[src/rtl/openpgp_packet_deframer_top_macros.svh]
// Assertion macros for the OpenPGP packet deframer.
// Included by the RTL files that carry concurrent checks; no other dependency.
`ifndef OPENPGP_PACKET_DEFRAMER_TOP_MACROS_SVH
`define OPENPGP_PACKET_DEFRAMER_TOP_MACROS_SVH

// Same-cycle implication, checked outside reset.
`define OPD_ASSERT_IMPL(lbl, clk, rst, ante, cons) \
   lbl: assert property (@(posedge clk) disable iff (rst) (ante) |-> (cons)) \
      else $error("opd: same-cycle check failed");

// Next-cycle implication, checked outside reset.
`define OPD_ASSERT_NEXT(lbl, clk, rst, ante, cons) \
   lbl: assert property (@(posedge clk) disable iff (rst) (ante) |=> (cons)) \
      else $error("opd: next-cycle check failed");

`endif

[src/rtl/opd_pkg.sv]
// Shared types and constants for the OpenPGP packet deframer.
// No dependencies; used by every other RTL file but the assertion macro header.
package opd_pkg;

   typedef enum logic [2:0] {
      PH_IDLE   = 3'd0,
      PH_OLDLEN = 3'd1,
      PH_NEW1   = 3'd2,
      PH_NEW2   = 3'd3,
      PH_NEW4   = 3'd4,
      PH_BODY   = 3'd5
   } phase_type;

   typedef enum logic [2:0] {
      ST_HEADER = 3'd0,
      ST_BODY   = 3'd1,
      ST_EMPTY  = 3'd2,
      ST_END    = 3'd3,
      ST_BADHDR = 3'd4,
      ST_INDET  = 3'd5,
      ST_TRUNC  = 3'd6
   } status_type;

   typedef struct packed {
      logic [7:0] data;
      status_type status;
      logic       last;
   } q_entry_type;

   localparam int unsigned QUEUE_DEPTH = 4;
   localparam int unsigned QPTR_BITS   = $clog2(QUEUE_DEPTH);

   localparam logic [7:0] HDR_BIT7      = 8'h80;
   localparam logic [7:0] TWO_BYTE_LO   = 8'd192;
   localparam logic [7:0] TWO_BYTE_HI   = 8'd223;
   localparam logic [7:0] FIVE_BYTE     = 8'd255;
   localparam logic [1:0] OLD_LEN_INDET = 2'd3;

endpackage

[src/rtl/opd_interfaces.sv]
// Valid/ready channel interfaces for the deframer's byte input and result output.
// Depends on opd_pkg for the status type.
interface opd_req_if;
   logic       valid;
   logic       ready;
   logic [7:0] byte_in;
   logic       stream_end;
   modport source (output valid, output byte_in, output stream_end, input ready);
   modport sink   (input valid, input byte_in, input stream_end, output ready);
endinterface

interface opd_rsp_if;
   logic               valid;
   logic               ready;
   logic [7:0]         out_byte;
   opd_pkg::status_type status;
   logic               last;
   logic [31:0]        packet_length;
   modport source (output valid, output out_byte, output status, output last,
                   output packet_length, input ready);
   modport sink   (input valid, input out_byte, input status, input last,
                   input packet_length, output ready);
endinterface

[src/rtl/opd_front.sv]
// Front end: header and length parser that classifies each input word.
// Depends on opd_pkg, opd_interfaces and the assertion macro header.
`include "openpgp_packet_deframer_top_macros.svh"

module opd_front (
   input  logic                 clock,
   input  logic                 reset,
   opd_req_if.sink              req,
   input  logic                 q_full,
   output logic                 q_push,
   output opd_pkg::q_entry_type q_push_data
);

   opd_pkg::phase_type phase_ff, phase_in;
   logic [2:0]  left_ff, left_in;
   logic [7:0]  first_ff, first_in;
   logic [31:0] acc_ff, acc_in;
   logic [31:0] rem_ff, rem_in;
   logic        partial_ff, partial_in;

   logic        accept;
   logic [7:0]  b;
   logic        done;
   logic [31:0] done_len;
   logic        done_partial;
   logic [31:0] shift_acc;
   logic [2:0]  left_dec;
   logic [31:0] rem_dec;

   assign req.ready = !q_full;
   assign accept    = req.valid && req.ready;
   assign b         = req.byte_in;
   assign shift_acc = {acc_ff[23:0], b};
   assign left_dec  = left_ff - 3'((left_ff != 3'd0) ? 1 : 0);
   assign rem_dec   = rem_ff - 32'((rem_ff != 32'd0) ? 1 : 0);

   always_comb begin
      phase_in     = phase_ff;
      left_in      = left_ff;
      first_in     = first_ff;
      acc_in       = acc_ff;
      rem_in       = rem_ff;
      partial_in   = partial_ff;
      q_push       = 1'b0;
      q_push_data  = '{data: 8'd0, status: opd_pkg::ST_END, last: 1'b1};
      done         = 1'b0;
      done_len     = 32'd0;
      done_partial = 1'b0;

      if (accept) begin
         if (phase_ff == opd_pkg::PH_IDLE) begin
            q_push = 1'b1;
            if (req.stream_end) begin
               q_push_data.status = opd_pkg::ST_END;
            end else if ((b & opd_pkg::HDR_BIT7) == 8'd0) begin
               q_push_data.status = opd_pkg::ST_BADHDR;
            end else if (b[6]) begin
               q_push_data = '{data: b, status: opd_pkg::ST_HEADER, last: 1'b0};
               phase_in    = opd_pkg::PH_NEW1;
            end else if (b[1:0] == opd_pkg::OLD_LEN_INDET) begin
               q_push_data.status = opd_pkg::ST_INDET;
            end else begin
               // Old format: the header is rewritten as bit 7 plus the 4-bit tag.
               q_push_data = '{data: {4'b1000, b[5:2]}, status: opd_pkg::ST_HEADER,
                               last: 1'b0};
               acc_in   = 32'd0;
               left_in  = (b[1:0] == 2'd0) ? 3'd1 : ((b[1:0] == 2'd1) ? 3'd2 : 3'd4);
               phase_in = opd_pkg::PH_OLDLEN;
            end
         end else if (req.stream_end) begin
            q_push     = 1'b1;
            q_push_data.status = opd_pkg::ST_TRUNC;
            phase_in   = opd_pkg::PH_IDLE;
            left_in    = 3'd0;
            acc_in     = 32'd0;
            rem_in     = 32'd0;
            partial_in = 1'b0;
         end else begin
            case (phase_ff)
               opd_pkg::PH_OLDLEN, opd_pkg::PH_NEW4: begin
                  acc_in  = shift_acc;
                  left_in = left_dec;
                  if (left_dec == 3'd0) begin
                     done     = 1'b1;
                     done_len = shift_acc;
                  end
               end
               opd_pkg::PH_NEW1: begin
                  if (b < opd_pkg::TWO_BYTE_LO) begin
                     done     = 1'b1;
                     done_len = {24'd0, b};
                  end else if (b <= opd_pkg::TWO_BYTE_HI) begin
                     first_in = b;
                     phase_in = opd_pkg::PH_NEW2;
                  end else if (b != opd_pkg::FIVE_BYTE) begin
                     done         = 1'b1;
                     done_len     = 32'd1 << b[4:0];
                     done_partial = 1'b1;
                  end else begin
                     acc_in   = 32'd0;
                     left_in  = 3'd4;
                     phase_in = opd_pkg::PH_NEW4;
                  end
               end
               opd_pkg::PH_NEW2: begin
                  // (first - 192) is just the low five bits of the first byte.
                  done     = 1'b1;
                  done_len = {19'd0, first_ff[4:0], b} + 32'(opd_pkg::TWO_BYTE_LO);
               end
               opd_pkg::PH_BODY: begin
                  q_push      = 1'b1;
                  q_push_data = '{data: b, status: opd_pkg::ST_BODY,
                                  last: (rem_dec == 32'd0) && !partial_ff};
                  rem_in = rem_dec;
                  if (rem_dec == 32'd0) begin
                     if (partial_ff) begin
                        partial_in = 1'b0;
                        phase_in   = opd_pkg::PH_NEW1;
                     end else begin
                        phase_in   = opd_pkg::PH_IDLE;
                        left_in    = 3'd0;
                        acc_in     = 32'd0;
                        partial_in = 1'b0;
                     end
                  end
               end
               default: begin
                  phase_in   = opd_pkg::PH_IDLE;
                  left_in    = 3'd0;
                  acc_in     = 32'd0;
                  rem_in     = 32'd0;
                  partial_in = 1'b0;
               end
            endcase

            if (done) begin
               if (done_len != 32'd0) begin
                  rem_in     = done_len;
                  partial_in = done_partial;
                  phase_in   = opd_pkg::PH_BODY;
               end else begin
                  // A zero length closes the packet with no body.
                  q_push     = 1'b1;
                  q_push_data.status = opd_pkg::ST_EMPTY;
                  phase_in   = opd_pkg::PH_IDLE;
                  left_in    = 3'd0;
                  acc_in     = 32'd0;
                  rem_in     = 32'd0;
                  partial_in = 1'b0;
               end
            end
         end
      end
   end

   always_ff @(posedge clock) begin
      if (reset) begin
         phase_ff   <= opd_pkg::PH_IDLE;
         left_ff    <= 3'd0;
         first_ff   <= 8'd0;
         acc_ff     <= 32'd0;
         rem_ff     <= 32'd0;
         partial_ff <= 1'b0;
      end else begin
         phase_ff   <= phase_in;
         left_ff    <= left_in;
         first_ff   <= first_in;
         acc_ff     <= acc_in;
         rem_ff     <= rem_in;
         partial_ff <= partial_in;
      end
   end

   `OPD_ASSERT_IMPL(a_body_has_bytes, clock, reset, phase_ff == opd_pkg::PH_BODY,
                    rem_ff != 32'd0)
   `OPD_ASSERT_IMPL(a_no_push_when_full, clock, reset, q_full, !q_push)

endmodule

[src/rtl/opd_queue.sv]
// Short result queue between the parser front end and the output back end.
// Depends on opd_pkg and the assertion macro header.
`include "openpgp_packet_deframer_top_macros.svh"

module opd_queue (
   input  logic                 clock,
   input  logic                 reset,
   input  logic                 push,
   input  opd_pkg::q_entry_type push_data,
   output logic                 full,
   input  logic                 pop,
   output logic                 not_empty,
   output opd_pkg::q_entry_type pop_data
);

   localparam int unsigned CNT_BITS = opd_pkg::QPTR_BITS + 1;

   opd_pkg::q_entry_type mem [opd_pkg::QUEUE_DEPTH];
   logic [opd_pkg::QPTR_BITS-1:0] wr_ptr_ff, wr_ptr_in;
   logic [opd_pkg::QPTR_BITS-1:0] rd_ptr_ff, rd_ptr_in;
   logic [CNT_BITS-1:0]           count_ff, count_in;

   assign full      = (count_ff == CNT_BITS'(opd_pkg::QUEUE_DEPTH));
   assign not_empty = (count_ff != '0);
   assign pop_data  = mem[rd_ptr_ff];

   always_comb begin
      wr_ptr_in = wr_ptr_ff + opd_pkg::QPTR_BITS'(push ? 1 : 0);
      rd_ptr_in = rd_ptr_ff + opd_pkg::QPTR_BITS'(pop ? 1 : 0);
      count_in  = count_ff + CNT_BITS'(push ? 1 : 0) - CNT_BITS'(pop ? 1 : 0);
   end

   always_ff @(posedge clock) begin
      if (push) begin
         mem[wr_ptr_ff] <= push_data;
      end
   end

   always_ff @(posedge clock) begin
      if (reset) begin
         wr_ptr_ff <= '0;
         rd_ptr_ff <= '0;
         count_ff  <= '0;
      end else begin
         wr_ptr_ff <= wr_ptr_in;
         rd_ptr_ff <= rd_ptr_in;
         count_ff  <= count_in;
      end
   end

   `OPD_ASSERT_IMPL(a_count_bound, clock, reset, 1'b1,
                    count_ff <= CNT_BITS'(opd_pkg::QUEUE_DEPTH))
   `OPD_ASSERT_IMPL(a_no_pop_empty, clock, reset, pop, not_empty)

endmodule

[src/rtl/opd_back.sv]
// Back end: keeps the saturating packet byte count and drives the result register.
// Depends on opd_pkg, opd_interfaces and the assertion macro header.
`include "openpgp_packet_deframer_top_macros.svh"

module opd_back #(
   parameter int unsigned COUNT_BITS = 32
) (
   input  logic                 clock,
   input  logic                 reset,
   input  logic                 q_not_empty,
   input  opd_pkg::q_entry_type q_data,
   output logic                 q_pop,
   opd_rsp_if.source            rsp
);

   localparam int unsigned EXT_BITS = (COUNT_BITS > 32) ? COUNT_BITS : 32;

   logic [COUNT_BITS-1:0] count_ff, count_in;
   logic                  valid_ff, valid_in;
   logic [7:0]            byte_ff, byte_in;
   opd_pkg::status_type   status_ff, status_in;
   logic                  last_ff, last_in;
   logic [31:0]           plen_ff, plen_in;

   logic [COUNT_BITS-1:0] count_inc;
   logic [EXT_BITS-1:0]   cur_ext;
   logic [EXT_BITS-1:0]   inc_ext;
   logic [31:0]           cur_sat;
   logic [31:0]           inc_sat;

   assign count_inc = (count_ff == '1) ? count_ff : count_ff + COUNT_BITS'(1);
   assign cur_ext   = EXT_BITS'(count_ff);
   assign inc_ext   = EXT_BITS'(count_inc);
   // The reported length is the count clipped to 32 bits.
   assign cur_sat   = (cur_ext > EXT_BITS'(32'hFFFF_FFFF)) ? 32'hFFFF_FFFF : cur_ext[31:0];
   assign inc_sat   = (inc_ext > EXT_BITS'(32'hFFFF_FFFF)) ? 32'hFFFF_FFFF : inc_ext[31:0];

   assign q_pop = q_not_empty && (!valid_ff || rsp.ready);

   always_comb begin
      count_in  = count_ff;
      valid_in  = valid_ff && !rsp.ready;
      byte_in   = byte_ff;
      status_in = status_ff;
      last_in   = last_ff;
      plen_in   = plen_ff;
      if (q_pop) begin
         valid_in  = 1'b1;
         byte_in   = q_data.data;
         status_in = q_data.status;
         last_in   = q_data.last;
         case (q_data.status)
            opd_pkg::ST_HEADER: begin
               count_in = COUNT_BITS'(1);
               plen_in  = 32'd1;
            end
            opd_pkg::ST_BODY: begin
               count_in = count_inc;
               plen_in  = inc_sat;
            end
            opd_pkg::ST_EMPTY, opd_pkg::ST_TRUNC: begin
               plen_in = cur_sat;
            end
            default: begin
               plen_in = 32'd0;
            end
         endcase
      end
   end

   always_ff @(posedge clock) begin
      if (reset) begin
         count_ff <= '0;
         valid_ff <= 1'b0;
      end else begin
         count_ff <= count_in;
         valid_ff <= valid_in;
      end
   end

   always_ff @(posedge clock) begin
      byte_ff   <= byte_in;
      status_ff <= status_in;
      last_ff   <= last_in;
      plen_ff   <= plen_in;
   end

   assign rsp.valid         = valid_ff;
   assign rsp.out_byte      = byte_ff;
   assign rsp.status        = status_ff;
   assign rsp.last          = last_ff;
   assign rsp.packet_length = plen_ff;

   `OPD_ASSERT_IMPL(a_header_len_one, clock, reset,
                    valid_ff && status_ff == opd_pkg::ST_HEADER, plen_ff == 32'd1)
   `OPD_ASSERT_NEXT(a_pop_loads_result, clock, reset, q_pop, valid_ff)

endmodule

[src/rtl/openpgp_packet_deframer_top.sv]
// OpenPGP packet deframer, top level.
//
// req channel: one word per item, either a stream byte (byte_in) or an
// end-of-stream mark (stream_end). rsp channel: at most one result per word,
// carrying out_byte, status, last and packet_length.
// Header bytes come out (old-format ones rewritten to 0x80 | tag), length
// bytes are consumed silently, body bytes pass through and the final one of
// a packet has last set. Errors and end marks produce a status-only result.
// The parser writes a word's result into the four-entry queue at the edge
// that accepts the word, and the queue loads it into the output register
// once that register is free.
// The parser accepts one word per cycle while the queue is not full, and
// keeps accepting while a result waits on rsp.
// When rsp stalls, the queue fills and req.ready drops once it is full.
// Synchronous reset returns the parser to idle, empties the queue and
// clears the output valid; no result is lost or repeated across a stall.
// Depends on opd_pkg, opd_interfaces, opd_front, opd_queue and opd_back.
module openpgp_packet_deframer_top #(
   parameter int unsigned COUNT_BITS = 32
) (
   input  logic      clock,
   input  logic      reset,
   opd_req_if.sink   req,
   opd_rsp_if.source rsp
);

   logic                 q_full;
   logic                 q_push;
   opd_pkg::q_entry_type q_push_data;
   logic                 q_pop;
   logic                 q_not_empty;
   opd_pkg::q_entry_type q_pop_data;

   opd_front u_front (
      .clock       (clock),
      .reset       (reset),
      .req         (req),
      .q_full      (q_full),
      .q_push      (q_push),
      .q_push_data (q_push_data)
   );

   opd_queue u_queue (
      .clock     (clock),
      .reset     (reset),
      .push      (q_push),
      .push_data (q_push_data),
      .full      (q_full),
      .pop       (q_pop),
      .not_empty (q_not_empty),
      .pop_data  (q_pop_data)
   );

   opd_back #(
      .COUNT_BITS (COUNT_BITS)
   ) u_back (
      .clock       (clock),
      .reset       (reset),
      .q_not_empty (q_not_empty),
      .q_data      (q_pop_data),
      .q_pop       (q_pop),
      .rsp         (rsp)
   );

endmodule

[src/flat_wrapper.sv]
// flat-port wrapper written by rule: the top's interface ports become plain ports
module openpgp_packet_deframer_top_flat 
#(
   parameter int unsigned COUNT_BITS = 32
)
  (clock, reset, req_valid, req_byte_in, req_stream_end, req_ready, rsp_valid, rsp_out_byte, rsp_status, rsp_last, rsp_packet_length, rsp_ready);
  opd_req_if req_i ();
  opd_rsp_if rsp_i ();
  input  logic clock;
  input  logic reset;
  input wire logic [$bits(req_i.valid)-1:0] req_valid;
  input wire logic [$bits(req_i.byte_in)-1:0] req_byte_in;
  input wire logic [$bits(req_i.stream_end)-1:0] req_stream_end;
  output wire logic [$bits(req_i.ready)-1:0] req_ready;
  output wire logic [$bits(rsp_i.valid)-1:0] rsp_valid;
  output wire logic [$bits(rsp_i.out_byte)-1:0] rsp_out_byte;
  output wire logic [$bits(rsp_i.status)-1:0] rsp_status;
  output wire logic [$bits(rsp_i.last)-1:0] rsp_last;
  output wire logic [$bits(rsp_i.packet_length)-1:0] rsp_packet_length;
  input wire logic [$bits(rsp_i.ready)-1:0] rsp_ready;
  assign req_i.valid = req_valid;
  assign req_i.byte_in = req_byte_in;
  assign req_i.stream_end = req_stream_end;
  assign req_ready = req_i.ready;
  assign rsp_valid = rsp_i.valid;
  assign rsp_out_byte = rsp_i.out_byte;
  assign rsp_status = rsp_i.status;
  assign rsp_last = rsp_i.last;
  assign rsp_packet_length = rsp_i.packet_length;
  assign rsp_i.ready = rsp_ready;
  openpgp_packet_deframer_top #(.COUNT_BITS(COUNT_BITS)) u_core (.clock(clock), .reset(reset), .req(req_i), .rsp(rsp_i));
endmodule
[config.mk]
export PLATFORM = sky130hd
export DESIGN_NAME = openpgp_packet_deframer_top_flat
export DESIGN_NICKNAME = d
export VERILOG_FILES = /design/src/rtl/opd_pkg.sv /design/src/rtl/opd_interfaces.sv /design/src/rtl/opd_front.sv /design/src/rtl/opd_queue.sv /design/src/rtl/opd_back.sv /design/src/rtl/openpgp_packet_deframer_top.sv /design/src/flat_wrapper.sv
export VERILOG_INCLUDE_DIRS = /design/src /design/src/rtl
export SDC_FILE = /design/constraint.sdc
export NUM_CORES = 1
export LEC_CHECK = 0
export ABC_AREA = 1
export BUFFER_PORTS_ARGS = -buffer_cell sky130_fd_sc_hd__buf_2
export CORE_ASPECT_RATIO = 0.6
export CORE_MARGIN = 4
export CORE_UTILIZATION = 50
export DETAILED_ROUTE_END_ITERATION = 10
export MAX_ROUTING_LAYER = met4
export PLACE_DENSITY = 0.77
export SETUP_SLACK_MARGIN = 0.1
export SLEW_MARGIN = 40
export SYNTH_ARGS = -nofsm -noshare
export SYNTH_HDL_FRONTEND = slang
export SYNTH_HIERARCHICAL = 1
export SYNTH_SLANG_ARGS = --single-unit
[constraint.sdc]
create_clock -name clock -period 7.3 [get_ports clock]
set_clock_uncertainty 0.15 [all_clocks]
set_input_delay 0 -clock clock [delete_from_list [all_inputs] [get_ports clock]]
set_output_delay 0 -clock clock [all_outputs]
set_load 0.05 [all_outputs]
* After elaboration in Yosys (flattened, before gate mapping) *
Memory sizes are Yosys's and may differ from the RTL's. A register that Yosys moved wholly into a read port is not among the register bits.
Index checks and enable logic that the tools add are counted.

operators by class
  reductions and logical operators = 30
  shift operators = 1
  eq/ne operators = 24
  bitwise gates (word level) = 3
  magnitude comparators = 4
  $add $sub $neg = 8
  multiplexer cells = 108

operators by type and width
  cell                                                    count
  two-way mux 32 bit                                      26
  case mux 32 bit (3 select lines)                        2
  case mux 32 bit (2 select lines)                        2
  case mux 32 bit (4 select lines)                        1
  two-way mux 3 bit                                       33
  greater-than comparator 32 bit (second input constant)  2
  nonzero test 32 bit                                     2
  two-way mux 12 bit                                      4
  adder 32 x 1 -> 32 bit (second input constant)          1
  equality test 32 bit (second input constant)            1
  zero test 32 bit                                        1
  two-way mux 8 bit                                       4
  << shifter 1 x 5 -> 32 bit (first input constant)       1
  subtractor 32 x 1 -> 32 bit                             1
  two-way mux 1 bit                                       30
  adder 13 x 8 -> 14 bit (second input constant)          1
  equality test 3 bit (second input constant)             4
  case mux 3 bit (4 select lines)                         1
  inequality test 5 bit (second input constant)           2
  equality test 3 x 2 -> 1 bit (second input constant)    3
  zero test 3 bit                                         3
  case mux 3 bit (3 select lines)                         1
  less-or-equal comparator 8 bit (second input constant)  1
  zero test 8 bit                                         1
  other kinds (33)                                        50

storage, ports and cells
  input port bits = 13
  word-level logic and storage cells = 194
  bits in registers = 160
  memories = 1
  memory bits (writable) = 48
  output and inout bits = 46

memories
  name                depth  width  read ports  clocked after Yosys merged registers in  wr ports  line             source
  u_core.u_queue.mem  4      12     1           1                                        1         opd_queue.sv:18  opd_pkg::q_entry_type mem [opd_pkg::QUEUE_DEPTH];

* Logic depth before layout (Yosys ltp) *
Gate-level depths: netlist of the first run.

  word-level depth = 18
  depth in mapped cells = 24
  mapped depth without buffers = 24

* Cells and area by module *
The synthesis of the first run kept the hierarchy.

modules (own cells, without submodules)
  module     instances  area an instance (µm²)  sequential area each (µm²)  cells each
  opd_front  1          6,754.0                 1,361.3                     1,216
  opd_back   1          4,036.4                 1,981.9                     505
  opd_queue  1          2,353.5                 1,581.5                     185

* Least setup slack after synthesis of the first run *
No wires, ideal clock.

  path type = flip-flop to flip-flop
  from = reg u_core.u_back.valid_ff, in the netlist u_core/u_back/rsp.valid
  to = reg u_core.u_queue.count_ff[1]
  data required time = 7,041 ps
  period minus slack after synthesis = 4,346 ps
  cell stages (with the launch flop) = 8
  arrival time = 4,087 ps
  path buffers = 0
  setup slack = 2,954 ps
  library setup time = 109 ps
  cells stage by stage = dfxtp_1 > a21oi_1 > ha_1 > inv_1 > ha_1 > fa_1 > inv_1 > nor2_1

on the way
  word-level cells in the longest chain between the ends = 5

RTL lines
  what                            line                               source
  start, declared                 opd_back.sv:19                     logic valid_ff, valid_in;
  start signal, assigned          opd_back.sv:77                     valid_ff <= valid_in;
  zero test 1 bit                 opd_back.sv:38                     assign q_pop = q_not_empty && (!valid_ff || rsp.ready);
  logical OR 1 bit                opd_back.sv:38
  logical AND 1 bit               opd_back.sv:38
  net u_core.q_pop                openpgp_packet_deframer_top.sv:30  logic q_pop;
  two-way mux 1 bit               opd_queue.sv:30                    count_in = count_ff + CNT_BITS'(push ? 1 : 0) - CNT_BITS'(pop ? 1 : 0);
  subtractor 3 x 1 -> 3 bit       opd_queue.sv:30
  net u_core.u_queue.count_in[1]  opd_queue.sv:21                    logic [CNT_BITS-1:0] count_ff, count_in;
  end signal, assigned            opd_queue.sv:47                    count_ff <= count_in;
  end, declared                   opd_queue.sv:21

The timed path passes the listed nets, and every way through them passes these cells.
A chain may end at the register's enable or synchronous reset.

==> flow_metrics.tcl, run 1 <==
set metrics [dict create \
    rsz0062_at_grt "no" \
    synth_top_area_frac 0.210 \
    power_frac_clock 0.147 \
    clock-sinks 200 \
    cts_setup_buffers 0 \
    cp.required_ns 7.46 \
    yosys.area_share.simple 0.329 \
    fin_crit_ns 4.96 \
    fin_nets 1941 \
    multiInputGateArea_mm2 0.00695 \
    start_util 0.514 \
    setup_tns_ns 0 \
    crit_path_start_kind "register" \
    die_x_um 217 \
    synthesis.area_mm2 0.0131 \
    synth_compound_area_frac 0.180 \
    ios 59 \
    synthToLayoutAreaGrowth_pct 8.12 \
    netlist.top_cell.by_area "edfxtp_1" \
    diodes 0 \
    max_freq_mhz 202 \
    pwr-share-comb 0.570 \
    postLayoutCellArea_mm2 0.0142 \
    cts_made_buffers 17 \
    synthAdderAreaFrac 0.0120 \
    crit_arrival_ns 5.11 \
    synth_top_family_by_area "simple AND/OR/NAND/NOR gates" \
    period_share 0.679 \
    clock_latency_ns 0.47 \
    grtUsageTotal 0.291 \
    cp_max_fo 29 \
    wl_per_cell_um 18.3 \
    endpoint_kind "register" \
    vias_per_cell 5.83 \
    coreArea_mm2 0.0256 \
    cap_violations 0 \
    yosys-mux-area-fraction 0 \
    grt_pass1_vias 11654 \
    grt_pass1_wl_um 65400 \
    antenna_found_initial 0 \
    status "completed" \
    netlist_instances 1906 \
    num_rows 45 \
    swShare 0.550 \
    portBuffers 58 \
    p_leak_nw 5.49 \
    path_clk_slew_ns 0.08 \
    placed_cell_area_mm2 0.0135 \
    routed_wirelength_um 41800 \
    grt_start_max_net_pins 64 \
    synth_fp_nets 1931 \
    num-fill-cells 2452 \
    hpwl_um 30100 \
    finalHoldViolCount 0 \
    yosys_register_bits 200 \
    slew_viol_final 0 \
    synth-edff-count 92 \
    critPathKind "reg -> reg" \
    vias 13300 \
    peakVddDrop_mv 0.353 \
    cts_tree "done" \
    drt_iter0_drc 1798 \
    h-tree-depth 4 \
    post-route-drc-count 0 \
    synth.avg_cell_area_um2 6.90 \
    die_area_mm2 0.0290 \
    hp-class "in -> reg" \
    die_y_um 134 \
    crit_chain "nor2_2 -> nand2_1 -> nor2_1 -> and2_1 -> nand4_1 -> ha_1 -> ha_1 -> nand3_2 -> nor2_1 -> nand2_1 -> o21ai_0 -> nand2_1 -> nor2_1 -> nand2_1 -> nor2_4 -> nand3_2 -> o21ai_0 -> nand2_1 -> nand2_1" \
    ys.flop_type "dfxtp_1" \
    synthXorXnorAreaFrac 0.00600 \
    synth_area_leaders "edfxtp_1 (21%), dfxtp_1 (16%), nand2_1 (14%), a21oi_1 (6.8%), inv_1 (6.0%)" \
    cts-root-buf "clkbuf_16" \
    overflow 0 \
    drive_gt1_frac 0.105 \
    yosysWarningCount 6 \
    ys_seq_area_frac 0.375 \
    ff_latch_area_mm2 0.00493 \
    final_antenna_net_count 0 \
    setup_viol 0 \
    seqPwrFrac 0.284 \
    slowest_stage "nand3_2" \
    synthDistinctLibCells 57 \
    tightest_slew_ns 0.833 \
    intPower_w 0.00301 \
    async_reset_ff_frac 0 \
    gp_congestion 0.991 \
    cp_slowest_stage_delay_ns 0.71 \
    cp_common_cell "nand2_1" \
    first_pass_iters 6 \
    slew_headroom 0.444 \
    power_switching_w 0.00368 \
    max-clock-path-buffers 2 \
    power.density_mw_per_mm2 471 \
]
## metal layers
metal	global-route usage	wire length, um	part of all wire
met1	0.446	19800	0.47
met2	0.378	16400	0.39
met3	0.0889	5380	0.13
met4	0.0448	284	0.0068
met5	-	0	0
## worst max-delay path, delay by kind of cell, from the launching register on
kind            cells  cell delay (ns)
fa+ha+maj           2             0.40
simple gates       15             3.16
compound gates      2             0.66
flops               1             0.42
## cell usage after synthesis (all sizes together) (5+ instances only)
master / instances
and2: 6
buf: 37
nor2: 231
a22o: 9
dfxtp: 108
inv: 216
edfxtp: 92
o32ai: 24
a21oi: 186
o21ai: 132
nand4: 44
nand3b: 11
ha: 11
a211oi: 12
clkbuf: 51
o211ai: 15
nand3: 148
nor3: 32
nand2: 500
xor2: 5
## logic make-up (layout without fill, tap and decap cells)
family	Yosys count	in the layout
AND/OR/NAND/NOR	976	976
adder cells (fa/ha/maj)	12	12
flip-flops	200	200
buffers and inverters	308	331
XOR/XNOR	9	9
AO/OA/AOI/OAI	401	401
## worst paths after layout
path,end,cells after the start,startpoint,slack [ns]
worst max register to register,u_core/u_queue/mem[2][0],19,u_core/u_front/rem_ff[8],2.34
worst min register to register,u_core/u_front/acc_ff[16],2,u_core/u_front/acc_ff[16],0.35
worst min-delay path,u_core/u_queue/rd_ptr_ff[0],3,reset,0.0001
worst max-delay path,u_core/u_queue/mem[2][0],19,u_core/u_front/rem_ff[8],2.34
## stage by stage
| stage | hold slack, ns | cells | power, W | utilization | setup slack (ns) |
|---|---|---|---|---|---|
| floorplan | -0.0809 | 1906 | 0.00471 | - | 2.95 |
| global placement | 0.143 | 2241 | 0.00557 | 0.529 | 2.51 |
| detailed placement | 0.171 | 2241 | 0.00562 | 0.530 | 2.36 |
| CTS | 0.00418 | 2281 | 0.00661 | 0.556 | 2.35 |
| global route | 0.0296 | 2281 | 0.00715 | 0.556 | 2.00 |
| finish | 0.000111 | 2281 | 0.00669 | 0.556 | 2.34 |
## placed cells by master (no fill, tap or decap), drive strengths merged, types with 2 or more instances in the layout
| master | Yosys | final |
|---|---|---|
| a2111oi | 2 | 2 |
| inv | 216 | 223 |
| xnor2 | 4 | 4 |
| nor4 | 2 | 2 |
| a22oi | 3 | 3 |
| edfxtp | 92 | 92 |
| dlygate4sd3 | 0 | 8 |
| o32ai | 24 | 24 |
| a221o | 3 | 3 |
| a22o | 9 | 9 |
| o21a | 3 | 3 |
| buf | 37 | 72 |
| o21ai | 132 | 132 |
| nand3b | 11 | 11 |
| ha | 11 | 11 |
| o21bai | 2 | 2 |
| a21oi | 186 | 186 |
| nor3 | 32 | 32 |
| o211ai | 15 | 15 |
| nand4 | 44 | 44 |
| a32o | 2 | 2 |
| a31oi | 2 | 2 |
| nor2 | 231 | 231 |
| dfxtp | 108 | 108 |
| clkbuf | 51 | 19 |
| xor2 | 5 | 5 |
| clkinv | 3 | 7 |
| a211oi | 12 | 12 |
| nand3 | 148 | 148 |
| and2 | 6 | 6 |
| nand2 | 500 | 500 |
## power by group through the flow
stage / logic (W) / registers (W) / clock network [W]
after floorplan: 0.00249 / 0.00222 / 0
after global placement: 0.00368 / 0.00190 / 0
after detailed placement: 0.00371 / 0.00191 / 0
after CTS: 0.00373 / 0.00189 / 0.000999
after global routing: 0.00416 / 0.00194 / 0.00105
final: 0.00381 / 0.00190 / 0.000981
## sequential cells by signal (all words and copies together), names as in the netlist
name and flops:
u_core/u_queue/mem 48, u_core/u_back/count_ff 32, u_core/u_back/rsp.packet_length 32, u_core/u_front/rem_ff 32, u_core/u_front/acc_ff 24, u_core/u_back/rsp.out_byte 8, u_core/u_front/first_ff 5, u_core/u_back/rsp.status 3
u_core/u_front/left_ff 3, u_core/u_front/phase_ff 3, u_core/u_queue/count_ff 3, u_core/u_queue/rd_ptr_ff 2, u_core/u_queue/wr_ptr_ff 2, u_core/u_back/rsp.last 1, u_core/u_back/rsp.valid 1, u_core/u_front/partial_ff 1
## repair_timing
| item | CTS | global route |
|---|---|---|
| gates resized for setup | 0 | 0 |
| endpoints found under the hold margin | 37 | 0 |
| hold buffers | 8 | 0 |
## area by class of cell
type,count,share of cell area
inverters,219,0.0578
repair buffers,80,0.0335
flip-flops and latches,200,0.347
clock inverters,13,0.0109
multi-input cells,1398,0.489
clock buffers,19,0.0305
well taps,352,0.0310
Note: power is estimated with default switching activity, not from simulation.
==> run 2: changes to the inputs <==
--- a/config.mk
+++ b/config.mk
@@ -13,7 +13,7 @@
 export CORE_UTILIZATION = 50
 export DETAILED_ROUTE_END_ITERATION = 10
 export MAX_ROUTING_LAYER = met4
-export PLACE_DENSITY = 0.77
+export PLACE_DENSITY = 0.8
 export SETUP_SLACK_MARGIN = 0.1
 export SLEW_MARGIN = 40
 export SYNTH_ARGS = -nofsm -noshare
==> constraint.sdc (replaced) <==
create_clock -name clock -period 4 [get_ports clock]
set_clock_uncertainty 0.15 [all_clocks]
set_input_delay 0 -clock clock [delete_from_list [all_inputs] [get_ports clock]]
set_output_delay 0 -clock clock [all_outputs]
set_load 0.05 [all_outputs]
==> flow_metrics.tcl, run 2 (same netlist as run 1, synthesis figures left out) <==
set metrics [dict create \
    status "completed" \
    final_common_cell "nand2_1" \
    placed_cell_area_mm2 0.0138 \
    cts_tree "done" \
    hpwl_um 30600 \
    regMostFlops "u_core/u_queue/mem" \
    swShare 0.534 \
    max_freq_mhz 276 \
    pwr-share-comb 0.587 \
    cp_common_cell "nand2_1" \
    fin_crit_ns 3.63 \
    cp_slowest_stage_delay_ns 0.39 \
    fin_util 0.579 \
    intPower_w 0.00609 \
    path_clk_slew_ns 0.09 \
    seqPwrFrac 0.261 \
    peakVddDrop_mv 0.537 \
    die_y_um 134 \
    layout_common_cells "nand2_1 (484), inv_1 (206), nor2_1 (194), a21oi_1 (176), nand3_1 (129)" \
    crit_chain "nor2_1 -> nand2_1 -> nor2_1 -> and2_2 -> nand4_1 -> ha_2 -> ha_2 -> nand3_4 -> nor2_4 -> nand2_1 -> nand2_1 -> nand2_1 -> nor2_1 -> nand2_1 -> nor3_4 -> nand3_2 -> buf_12 -> o21ai_0 -> nand2_1 -> nand2_1" \
    grt_start_max_net_pins 64 \
    drt_iter0_drc 2039 \
    fin_nets 1985 \
    grt_pass1_wl_um 66500 \
    post-route-drc-count 0 \
    crit_arrival_ns 3.79 \
    antenna_found_initial 0 \
    path_buf_inv 1 \
    critPathKind "reg -> reg" \
    cp.required_ns 4.16 \
    drive_gt1_frac 0.137 \
    cap_violations 0 \
    grt_pass1_vias 11806 \
    die_x_um 217 \
    wl_per_cell_um 18.3 \
    power_switching_w 0.00699 \
    period_share 0.907 \
    final_antenna_net_count 0 \
    max-clock-path-buffers 2 \
    start_util 0.514 \
    tightest_slew_ns 0.868 \
    grtUsageTotal 0.296 \
    synthToLayoutAreaGrowth_pct 12.6 \
    num-fill-cells 2376 \
    vias_per_cell 5.89 \
    vias 13688 \
    power_frac_clock 0.152 \
    coreArea_mm2 0.0256 \
    crit_path_start_kind "register" \
    finalHoldViolCount 0 \
    rsz0062_at_grt "no" \
    endpoint_kind "register" \
    diodes 0 \
    postLayoutCellArea_mm2 0.0148 \
    h-tree-depth 4 \
    slew_viol_final 0 \
    first_pass_iters 6 \
    routed_wirelength_um 42500 \
    slowest_stage "dfxtp_2" \
    die_area_mm2 0.0290 \
    clock-sinks 200 \
    overflow 0 \
    p_leak_nw 5.79 \
    cp_max_fo 29 \
    crit_family "simple AND/OR/NAND/NOR gates" \
    gp_congestion 1.01 \
    cts_made_buffers 17 \
    slew_headroom 0.421 \
    clock_latency_ns 0.47 \
    hp-class "in -> reg" \
    setup_viol 0 \
    power.density_mw_per_mm2 884 \
    largest_reg_flops 48 \
    portBuffers 58 \
    ios 59 \
    num_rows 45 \
    cts-root-buf "clkbuf_16" \
]
-- run 2: changes by cell type in the layout (fill, tap and decap cells not counted), sizes merged --
cell,before,now
buf,72,112
clkinvlp,1,0
dlygate4sd3,8,10
nor2,231,232
inv,223,220
clkinv,7,9
bufinv,1,4
-- run 2: final timing paths --
kind / from / endpoint / slack [ns] / cells past startpoint
max: u_core/u_front/rem_ff[10] / u_core/u_queue/mem[1][0] / 0.37 / 20
min: req_byte_in[6] / u_core/u_queue/mem[2][10] / 0.08 / 4
max reg2reg: u_core/u_front/rem_ff[10] / u_core/u_queue/mem[1][0] / 0.37 / 20
min reg2reg: u_core/u_front/acc_ff[22] / u_core/u_front/acc_ff[22] / 0.35 / 2
-- run 2: power groups by stage --
stage | registers (W) | logic (W) | clock network [W]
2_1_floorplan | 0.00404 | 0.00455 | 0
3_3_place_gp | 0.00340 | 0.00709 | 0
3_5_place_dp | 0.00341 | 0.00714 | 0
4_1_cts | 0.00337 | 0.00719 | 0.00202
5_1_grt | 0.00347 | 0.00837 | 0.00210
6_report | 0.00341 | 0.00769 | 0.00199
-- run 2: layout make-up --
| cell class | instances | area, um^2 | area share |
|---|---|---|---|
| Clock buffer | 18 | 429 | 0.0290 |
| Clock inverter | 14 | 253 | 0.0171 |
| Inverter | 219 | 822 | 0.0555 |
| Multi-Input combinational cell | 1399 | 7070 | 0.478 |
| Sequential cell | 200 | 4940 | 0.333 |
| Tap cell | 352 | 440 | 0.0298 |
| Timing Repair Buffer | 123 | 853 | 0.0576 |
-- run 2: stage by stage --
step / TNS (ns) / hold slack (ns) / setup slack [ns] / std cells / total power [W]
after global routing: 0 / 0.0687 / 0.106 / 2325 / 0.0139
after floorplan: 0 / -0.0809 / 0.237 / 1906 / 0.00859
final: 0 / 0.0778 / 0.370 / 2325 / 0.0131
after CTS: 0 / 0.0549 / 0.112 / 2319 / 0.0126
after detailed placement: 0 / 0.160 / 0.168 / 2277 / 0.0106
after global placement: -0.117 / 0.160 / -0.0346 / 2277 / 0.0105
-- run 2: tightest hold or removal path, delay by kind of cell --
kind | cells | cell delay, ns
AO/OA/AOI/OAI | 1 | 0.13
buffers and inverters | 2 | 0.29
AND/OR/NAND/NOR | 1 | 0.08
-- run 2: layer usage --
metal  part of all wire  GRT usage  vias to the layer above  wire length [um]
met1               0.47      0.461                     6310             20100
met2               0.38      0.369                      824             16300
met5                  0          -                        -                 0
met3               0.13     0.0910                       65              5530
li1                   -          -                     6489                 -
met4              0.013     0.0547                        0               539
-- run 2: what timing repair did --
action                                  4_1_cts  5_1_grt
hold buffers                                 10        0
endpoints found under the hold margin        30        0
gates resized for setup                       0       41
buffers inserted                              0        4
endpoints found under the setup margin        0      104
